**src/rtl/tdpc_pkg.sv**
```systemverilog
package tdpc_pkg;

    // Width of the candidate and of the running prime count
    localparam int VALUE_BITS = 20;

    typedef struct packed {
        logic [VALUE_BITS-1:0] candidate;
        logic                  restart;
    } t_in_item;

    typedef struct packed {
        logic                  is_prime;
        logic [VALUE_BITS-1:0] prime_count;
    } t_out_item;

    // Status of the serial remainder unit toward the sequencer
    typedef struct packed {
        logic done;   // one-cycle pulse, remainder is final
        logic zero;   // remainder equals zero, valid with done
    } t_rem_status;

endpackage

```
**src/rtl/tdpc_rem.sv**
```systemverilog
// Bit-serial restoring remainder: one dividend bit per cycle, MSB first.
module tdpc_rem #(
    parameter int P_WIDTH = tdpc_pkg::VALUE_BITS
) (
    input  logic                   i_clk,
    input  logic                   i_rst_n,
    input  logic                   i_start,
    input  logic [P_WIDTH-1:0]     i_dividend,
    input  logic [P_WIDTH-1:0]     i_divisor,
    output tdpc_pkg::t_rem_status  o_status
);

    localparam int CW = $clog2(P_WIDTH + 1);

    logic [P_WIDTH-1:0] r_rem,   n_rem;
    logic [P_WIDTH-1:0] r_shift, n_shift;
    logic [CW-1:0]      r_cnt,   n_cnt;
    logic               r_busy,  n_busy;
    logic               r_done,  n_done;

    logic [P_WIDTH:0]   w_trial;
    logic [P_WIDTH:0]   w_diff;

    // Bring in the next dividend bit and subtract when the divisor fits
    assign w_trial = {r_rem, r_shift[P_WIDTH-1]};
    assign w_diff  = w_trial - {1'b0, i_divisor};

    always_comb begin
        n_rem   = r_rem;
        n_shift = r_shift;
        n_cnt   = r_cnt;
        n_busy  = r_busy;
        n_done  = 1'b0;
        if (i_start) begin
            n_rem   = '0;
            n_shift = i_dividend;
            n_cnt   = CW'(P_WIDTH);
            n_busy  = 1'b1;
        end else if (r_busy) begin
            if (w_trial >= {1'b0, i_divisor}) begin
                n_rem = w_diff[P_WIDTH-1:0];
            end else begin
                n_rem = w_trial[P_WIDTH-1:0];
            end
            n_shift = {r_shift[P_WIDTH-2:0], 1'b0};
            n_cnt   = r_cnt - CW'(1);
            if (r_cnt == CW'(1)) begin
                n_busy = 1'b0;
                n_done = 1'b1;
            end
        end
    end

    always_ff @(posedge i_clk) begin
        if (!i_rst_n) begin
            r_busy <= 1'b0;
            r_done <= 1'b0;
            r_cnt  <= '0;
        end else begin
            r_busy <= n_busy;
            r_done <= n_done;
            r_cnt  <= n_cnt;
        end
        r_rem   <= n_rem;
        r_shift <= n_shift;
    end

    assign o_status.done = r_done;
    assign o_status.zero = (r_rem == '0);

endmodule

```
**src/rtl/trial_division_prime_counter_core.sv**
```systemverilog
// Channel | Direction | Handshake                  | Payload
// --------+-----------+----------------------------+---------------------------------
// in      | input     | i_in_valid / o_in_stall    | i_in_data  (candidate, restart)
// out     | output    | o_out_valid / i_out_stall  | o_out_data (is_prime, prime_count)
//
// One item is processed at a time. Each trial divisor takes a square bound check, then a
// bit-serial remainder in the remainder unit; a prime near 2^20 runs about 1022 divisors.
// Reset (synchronous, active low) clears the running count and the sequencer.
// A finished result waits in the output register while the next item is accepted;
// the sequencer holds in its finish state only if that register is still full.
module trial_division_prime_counter_core (
    input  logic                  i_clk,
    input  logic                  i_rst_n,
    input  logic                  i_in_valid,
    output logic                  o_in_stall,
    input  tdpc_pkg::t_in_item    i_in_data,
    output logic                  o_out_valid,
    input  logic                  i_out_stall,
    output tdpc_pkg::t_out_item   o_out_data
);

    localparam int W  = tdpc_pkg::VALUE_BITS;
    localparam int SW = W + 2;   // headroom for divisor squared past the candidate

    typedef enum logic [1:0] {
        S_IDLE,
        S_CHECK,
        S_DIV,
        S_DONE
    } t_state;

    t_state              r_state;
    logic [W-1:0]        r_cand;
    logic                r_restart;
    logic [W-1:0]        r_div;
    logic [SW-1:0]       r_sq;
    logic                r_prime;
    logic [W-1:0]        r_count;
    logic                r_out_valid;
    tdpc_pkg::t_out_item r_out;

    logic                  w_accept;
    logic                  w_start;
    logic                  w_load;
    logic [W-1:0]          w_base;
    logic [W-1:0]          w_count_next;
    tdpc_pkg::t_rem_status w_rem;

    assign o_in_stall = (r_state != S_IDLE);
    assign w_accept   = i_in_valid && !o_in_stall;

    // Launch a remainder once the bound still admits the current divisor
    assign w_start = (r_state == S_CHECK) && (r_cand >= W'(2)) && (r_sq <= SW'(r_cand));

    // Retire the item when the output register is free or being emptied
    assign w_load = (r_state == S_DONE) && (!r_out_valid || !i_out_stall);

    // Clear first on restart, then count the prime, saturating at all ones
    assign w_base       = r_restart ? '0 : r_count;
    assign w_count_next = (r_prime && (w_base != '1)) ? w_base + W'(1) : w_base;

    tdpc_rem #(
        .P_WIDTH (W)
    ) u_rem (
        .i_clk      (i_clk),
        .i_rst_n    (i_rst_n),
        .i_start    (w_start),
        .i_dividend (r_cand),
        .i_divisor  (r_div),
        .o_status   (w_rem)
    );

    always_ff @(posedge i_clk) begin
        if (!i_rst_n) begin
            r_state     <= S_IDLE;
            r_count     <= '0;
            r_out_valid <= 1'b0;
        end else begin
            // drop the result once taken, unless a new one replaces it now
            if (r_out_valid && !i_out_stall && !w_load) begin
                r_out_valid <= 1'b0;
            end
            unique case (r_state)
                S_IDLE: begin
                    if (w_accept) begin
                        r_state <= S_CHECK;
                    end
                end
                S_CHECK: begin
                    if (r_cand < W'(2)) begin
                        r_prime <= 1'b0;
                        r_state <= S_DONE;
                    end else if (w_start) begin
                        r_state <= S_DIV;
                    end else begin
                        // divisor squared passed the candidate: no factor found
                        r_prime <= 1'b1;
                        r_state <= S_DONE;
                    end
                end
                S_DIV: begin
                    if (w_rem.done) begin
                        if (w_rem.zero) begin
                            r_prime <= 1'b0;
                            r_state <= S_DONE;
                        end else begin
                            // advance: (d+1)^2 = d^2 + 2d + 1
                            r_div   <= r_div + W'(1);
                            r_sq    <= r_sq + SW'({r_div, 1'b1});
                            r_state <= S_CHECK;
                        end
                    end
                end
                S_DONE: begin
                    if (w_load) begin
                        r_count     <= w_count_next;
                        r_out_valid <= 1'b1;
                        r_state     <= S_IDLE;
                    end
                end
                default: r_state <= S_IDLE;
            endcase
        end
        // Payload registers
        if (w_accept) begin
            r_cand    <= i_in_data.candidate;
            r_restart <= i_in_data.restart;
            r_div     <= W'(2);
            r_sq      <= SW'(4);
        end
        if (w_load) begin
            r_out.is_prime    <= r_prime;
            r_out.prime_count <= w_count_next;
        end
    end

    assign o_out_valid = r_out_valid;
    assign o_out_data  = r_out;

    // A prime item always leaves a nonzero count behind it
    a_prime_counts: assert property (@(posedge i_clk) disable iff (!i_rst_n)
        (w_load && r_prime) |=> (o_out_data.prime_count != '0))
        else $error("prime retired with zero count");

    // Candidates below two are never reported prime
    a_small_not_prime: assert property (@(posedge i_clk) disable iff (!i_rst_n)
        (w_load && r_prime) |-> (r_cand >= W'(2)))
        else $error("candidate below two reported prime");

    // The remainder unit only finishes while the sequencer waits for it
    a_rem_done_state: assert property (@(posedge i_clk) disable iff (!i_rst_n)
        w_rem.done |-> (r_state == S_DIV))
        else $error("remainder done outside divide state");

    // Trial divisors start at two
    a_div_floor: assert property (@(posedge i_clk) disable iff (!i_rst_n)
        (r_state == S_DIV) |-> (r_div >= W'(2)))
        else $error("trial divisor below two");

endmodule

```
**config.mk**
```make
export PLATFORM = sky130hd
export DESIGN_NAME = trial_division_prime_counter_core
export DESIGN_NICKNAME = d
export VERILOG_FILES = /design/src/rtl/tdpc_pkg.sv /design/src/rtl/tdpc_rem.sv /design/src/rtl/trial_division_prime_counter_core.sv
export SDC_FILE = /design/constraint.sdc
export NUM_CORES = 1
export LEC_CHECK = 0
export BUFFER_PORTS_ARGS = -buffer_cell sky130_fd_sc_hd__buf_4
export CAP_MARGIN = 20
export CORE_MARGIN = 3
export CORE_UTILIZATION = 40
export DETAILED_ROUTE_END_ITERATION = 6
export HOLD_SLACK_MARGIN = 0.15
export RECOVER_POWER = 25
export SETUP_SLACK_MARGIN = 0.02
export SYNTH_ARGS = -nofsm -noshare
export SYNTH_HDL_FRONTEND = slang
export SYNTH_SLANG_ARGS = --single-unit
export TNS_END_PERCENT = 30
```
**constraint.sdc**
```tcl
create_clock -name i_clk -period 6.8 [get_ports i_clk]
set_input_delay 1.02 -clock i_clk [delete_from_list [all_inputs] [get_ports i_clk]]
set_output_delay 1.02 -clock i_clk [all_outputs]
set_load 0.05 [all_outputs]
```
After elaboration in Yosys (flattened, before gate mapping)
Cells that the tools add are included.
Operators by class
  add/subtract/negate cells: 5
  order comparisons: 4
  equality and inequality tests: 10
  mux-type cells: 26
  bitwise gates (word level): 3
  reduce and logical (&&, ||, !) cells: 23
Operators with widths (count)
  2-to-1 mux 20 bit: 5
  adder 20 x 1 -> 20 bit (second input constant): 2
  adder 22 x 21 -> 22 bit: 1
  less-or-equal comparator 22 x 20 -> 1 bit: 1
  >= comparator 21 x 20 -> 1 bit: 1
  >= comparator 20 x 2 -> 1 bit (second input constant): 1
  logical NOT 20 bit: 1
  < comparator 20 x 2 -> 1 bit (second input constant): 1
  != test 20 bit (second input constant): 1
  subtractor 20 bit: 1
  2-to-1 mux 1 bit: 13
  2-to-1 mux 5 bit: 2
  2-to-1 mux 2 bit: 4
  case mux 2 bit (4 select lines): 1
  logical AND 1 bit: 7
  nonzero test 2 bit: 3
  equality test 5 x 1 -> 1 bit (second input constant): 1
  AND reduction 5 bit: 1
  subtractor 5 x 1 -> 5 bit (second input constant): 1
  equality test 2 bit (second input constant): 2
  logical NOT 1 bit: 4
  != test 2 x 1 -> 1 bit (second input constant): 2
  != test 2 bit (second input constant): 2
  AND reduction 4 bit: 1
  other kinds (10): 12
Storage, ports and cells
  bits in registers: 155
  bits of input ports: 25
  output and inout port bits: 23
  word-level logic and storage cells: 87

Longest topological paths before layout
  depth after elaboration: 8
  depth in mapped cells: 13
  mapped depth without buffers: 11

Cells and area by module
Synthesis repeated with hierarchy kept, for this count alone.
Unflattened totals
  cells, all modules: 1040
  area total of the unflattened synthesis: 9421.5 um^2
Modules (own cells, without submodules)
  trial_division_prime_counter_core: instances 1, cells an instance 709, area each 6284.8 um^2, sequential area each 2592.5 um^2
  tdpc_rem: instances 1, cells an instance 331, area each 3136.8 um^2, sequential area each 1141.1 um^2

Worst setup path after synthesis
OpenSTA, ideal clock, no wires.
  path kind: register -> register
  from: register r_cand[16]
  to: register u_rem.r_shift[0] (enable)
  setup time: 0.346 ns
  arrival time: 2.418 ns
  data required time: 6.454 ns
  slack: 4.036 ns
  stages on the path, launching flop included: 11
  path buffers: 2
  clock period less this slack: 2.764 ns
  cell sequence: edfxtp_1 -> inv_1 -> ha_1 -> nand4_1 -> or4_1 -> nor4_1 -> a211o_1 -> o2111a_1 -> buf_4 -> buf_4 -> or2_2
Between the ends
  word-level cells in the longest chain between the ends: 4
  elaborated cells between the ends (all ways): 5
  those cells by class: order compare: 2; reduce/logical: 3
RTL lines
  start, declared: line trial_division_prime_counter_core.sv:33  | logic [W-1:0] r_cand;
  start signal, assigned: line trial_division_prime_counter_core.sv:126  | r_cand <= i_in_data.candidate;
  >= comparator 20 x 2 -> 1 bit: line trial_division_prime_counter_core.sv:53  | assign w_start = (r_state == S_CHECK) && (r_cand >= W'(2)) && (r_sq <= SW'(r_cand));
  logical AND 1 bit: line trial_division_prime_counter_core.sv:53
  logical AND 1 bit *: line trial_division_prime_counter_core.sv:53
  nonzero test 2 bit (no source line) *
  end signal, assigned: line tdpc_rem.sv:65  | r_shift <= n_shift;
  end, declared: line tdpc_rem.sv:16  | logic [P_WIDTH-1:0] r_shift, n_shift;
Every way passes the cells marked *; elsewhere a longest branch is shown, timed or not.
A chain may end at the register's enable or synchronous reset.

Final worst setup path
  from: register r_state[0]
  to: register r_div[8]
Between the ends
  word-level cells in the longest chain between the ends: 3
  elaborated cells between the ends (all ways): 5
  those cells by class: eq/ne: 1; reduce/logical: 4
RTL lines
  start, declared: line trial_division_prime_counter_core.sv:32  | t_state r_state;
  start signal, assigned: line trial_division_prime_counter_core.sv:75  | r_state <= S_IDLE;
  start signal, assigned: line trial_division_prime_counter_core.sv:86  | r_state <= S_CHECK;
  start signal, assigned: line trial_division_prime_counter_core.sv:92  | r_state <= S_DONE;
  branches (longest 3 deep; another with AND reduction 4 bit)
  end signal, assigned: line trial_division_prime_counter_core.sv:108  | r_div <= r_div + W'(1);
  end, declared: line trial_division_prime_counter_core.sv:35  | logic [W-1:0] r_div;
Several ways; the timed one is not identified.

==> results.sh <==
export IMPL_cp_max_fo=61
export IMPL_gp_congestion=0.8516
export IMPL_hold_class="flop to flop"
export IMPL_drive_gt1_share_pct=11.29
export IMPL_avgSynthCellArea_um2=9.321
export IMPL_syn_inst=966
export IMPL_clk_path_buf_depth=2
export IMPL_layout_commonest_cell="nor2_1"
export IMPL_maxSlewViolCount=62
export IMPL_finClkSkew_ns=0.01284
export IMPL_grt_pass1_wl_um=33070
export IMPL_wl_per_cell_um=15.63
export IMPL_r2r_end="r_div[8]"
export IMPL_num_nets_final=1097
export IMPL_gr_total_overflow=0
export IMPL_worst_ep_required_time_ns=6.98
export IMPL_post_route_util_pct=46.35
export IMPL_fin_crit_ns=3.619
export IMPL_outcome="finished, violations left"
export IMPL_cap_violations=1
export IMPL_buffer_ports_inserted=47
export IMPL_hpwl_um=14060
export IMPL_synthesis_area_um2=9004
export IMPL_cts_tree="done"
export IMPL_detail_route_antenna_nets=0
export IMPL_synth_seq_area_share_pct=41.47
export IMPL_area_delta_synth_final_pct=13.04
export IMPL_cts_sinks=155
export IMPL_worstMarginPinSlew_ns=3.090
export IMPL_peakVddDrop_uv=177.4
export IMPL_wl_um=20310
export IMPL_synth_fp_nets=1057
export IMPL_die_area_um2=24350
export IMPL_fillers=2093
export IMPL_endpoint="r_div[8]"
export IMPL_boundaryPins=48
export IMPL_multi_input_area_um2=4872
export IMPL_critPathLaunchType="flop"
export IMPL_leakagePower_nw=3.892
export IMPL_power_density_nw_per_um2=322.7
export IMPL_dr_total_vias=7027
export IMPL_r2r_cells=4
export IMPL_critPathCaptureType="flop"
export IMPL_dr_first_iter_drc_count=369
export IMPL_grt_start_max_net_pins=62
export IMPL_synth_edff_count=63
export IMPL_htreeDepth=4
export IMPL_gr_usage_all_layers_pct=16.93
export IMPL_r2r_start="r_state[0]"
export IMPL_die_x_um=156.0
export IMPL_yosysWarnings=0
export IMPL_cts_hold_buffers=0
export IMPL_cts_resized=0
export IMPL_core_region_area_um2=21960
export IMPL_initial_core_util_pct=41.00
export IMPL_ys_ff_latch=155
export IMPL_hold_viol_final=0
export IMPL_fmax_mhz=276.3
export IMPL_die_y_um=156.0
export IMPL_cts_root_buf="clkbuf_16"
export IMPL_antenna_found_initial=0
export IMPL_arrival_ns=3.80
export IMPL_synth_cell_types=78
export IMPL_grt_pass1_vias=6571
export IMPL_setup_violations_final=0
export IMPL_layout_common_cells="nor2_1 (109), dfxtp_1 (92), nand2_1 (78), ha_1 (64), edfxtp_1 (63)"
export IMPL_ff_latch_area_um2=3734
export IMPL_cts_made_buffers=17
export IMPL_firstDrtPassIters=5
export IMPL_fin_crit_sh_pct=53.22
export IMPL_crit_type="flop to flop"
export IMPL_async_flop_share_pct=0
export IMPL_slew_limit_headroom_pct=-106.0
export IMPL_failed_checks="capacitance limit, slew limit"
export IMPL_clkTransAtPathRegs_ns=0.07
export IMPL_finalSetupTns_ns=0
export IMPL_cts_setup_buffers=0
export IMPL_reg2reg_slack_ns=3.18
export IMPL_rsz0062_at_grt="no"
export IMPL_crit_path_start="r_state[0]"
export IMPL_diodes=0
export IMPL_fp_row_count=54
export IMPL_synth_ff_type="dfxtp_1"
export IMPL_vias_per_cell=5.410
export IMPL_worstSkewPairLatency_ns=0.44
export IMPL_drc=0
-- how the worst min path moves through the flow --
stage / cells past startpoint / to / startpoint / slack, ns
after detailed placement: 2 / r_count[16] / r_count[16] / 0.47
after global placement: 2 / r_count[16] / r_count[16] / 0.46
after floorplan: 2 / r_count[16] / r_count[16] / 0.45
final: 2 / r_sq[15] / r_sq[15] / 0.48
after global routing: 2 / r_sq[19] / r_sq[19] / 0.50
after CTS: 2 / r_sq[15] / r_sq[15] / 0.48
-- power breakdown --
group	switching (mW)	total [mW]	leakage (nW)	internal [mW]
logic	0.630	1.10	2.25	0.465
registers	0.0970	1.18	1.34	1.09
clock network	0.420	1.00	0.302	0.583
-- registers in the layout, indices dropped and copies added, names as in the netlist, 2 cells and up --
signal and flops:
r_div 20, r_count 20, u_rem.r_rem 20, u_rem.r_cnt 5, r_sq 22, r_cand 20
r_state 2, u_rem.r_shift 20, o_out_data 21
-- cell usage after synthesis (16+ instances only) --
cell      instances  area, µm²
nor2_1          109      409.1
dfxtp_1          92       1842
nand2_1          78      292.8
ha_1             64      800.8
edfxtp_1         63       1892
a21oi_1          59      295.3
inv_1            58      217.7
xnor2_1          53      464.2
o21ai_0          40      200.2
nand3_1          30      150.1
mux2_2           21      236.5
clkbuf_1         20      75.07
a211oi_1         17      127.6
nand4_1          16      100.1
-- kinds of logic (layout without fill, tap and decap cells) --
kind of cell / Yosys count / count (layout) / share of synthesized area (%)
flip-flops: 155 / 155 / 41.47
adder cells (fa/ha/maj): 66 / 66 / 9.339
AO/OA/AOI/OAI: 209 / 209 / 15.77
XOR/XNOR: 66 / 66 / 6.420
AND/OR/NAND/NOR: 348 / 348 / 19.16
multiplexers: 28 / 28 / 3.405
buffers and inverters: 94 / 147 / 4.433
-- final cells by class --
| class | count | area share, % |
|---|---|---|
| Multi-Input combinational cell | 717 | 47.87 |
| Sequential cell | 155 | 36.69 |
| Clock buffer | 20 | 4.598 |
| Timing Repair Buffer | 55 | 3.701 |
| Tap cell | 280 | 3.442 |
| Inverter | 60 | 2.238 |
| Clock inverter | 12 | 1.463 |
-- metal layers --
layer / wire (µm) / share of wire [%] / vias to the layer above / global-route usage (%)
li1: - / - / 3563 / -
met5: 0 / 0 / - / 0
met3: 879 / 4.3 / 35 / 4.050
met2: 9511 / 47 / 148 / 27.77
met4: 422 / 2.1 / 0 / 6.182
met1: 9492 / 47 / 3281 / 21.75
-- metrics by stage --
step | hold WS [ns] | cells | worst slack, ns | total power, mW | cell area [µm²]
after detailed placement | 0.4721 | 1265 | 3.012 | 2.274 | 9589
after floorplan | 0.4483 | 966 | 4.036 | 2.082 | 9004
final | 0.4791 | 1299 | 3.181 | 3.284 | 10180
after CTS | 0.4843 | 1297 | 2.999 | 3.288 | 10210
after global routing | 0.5034 | 1299 | 2.808 | 3.489 | 10180
after global placement | 0.4626 | 1265 | 3.121 | 2.273 | 9589
-- worst max-delay path, cell delays in order, from the launching register on --
cell	delay, ns
dfxtp_1	0.38
or2_2	0.37
nor2_1	0.16
clkbuf_1	2.20
nor2_1	0.22
Power figures use the tool's default switching activity.
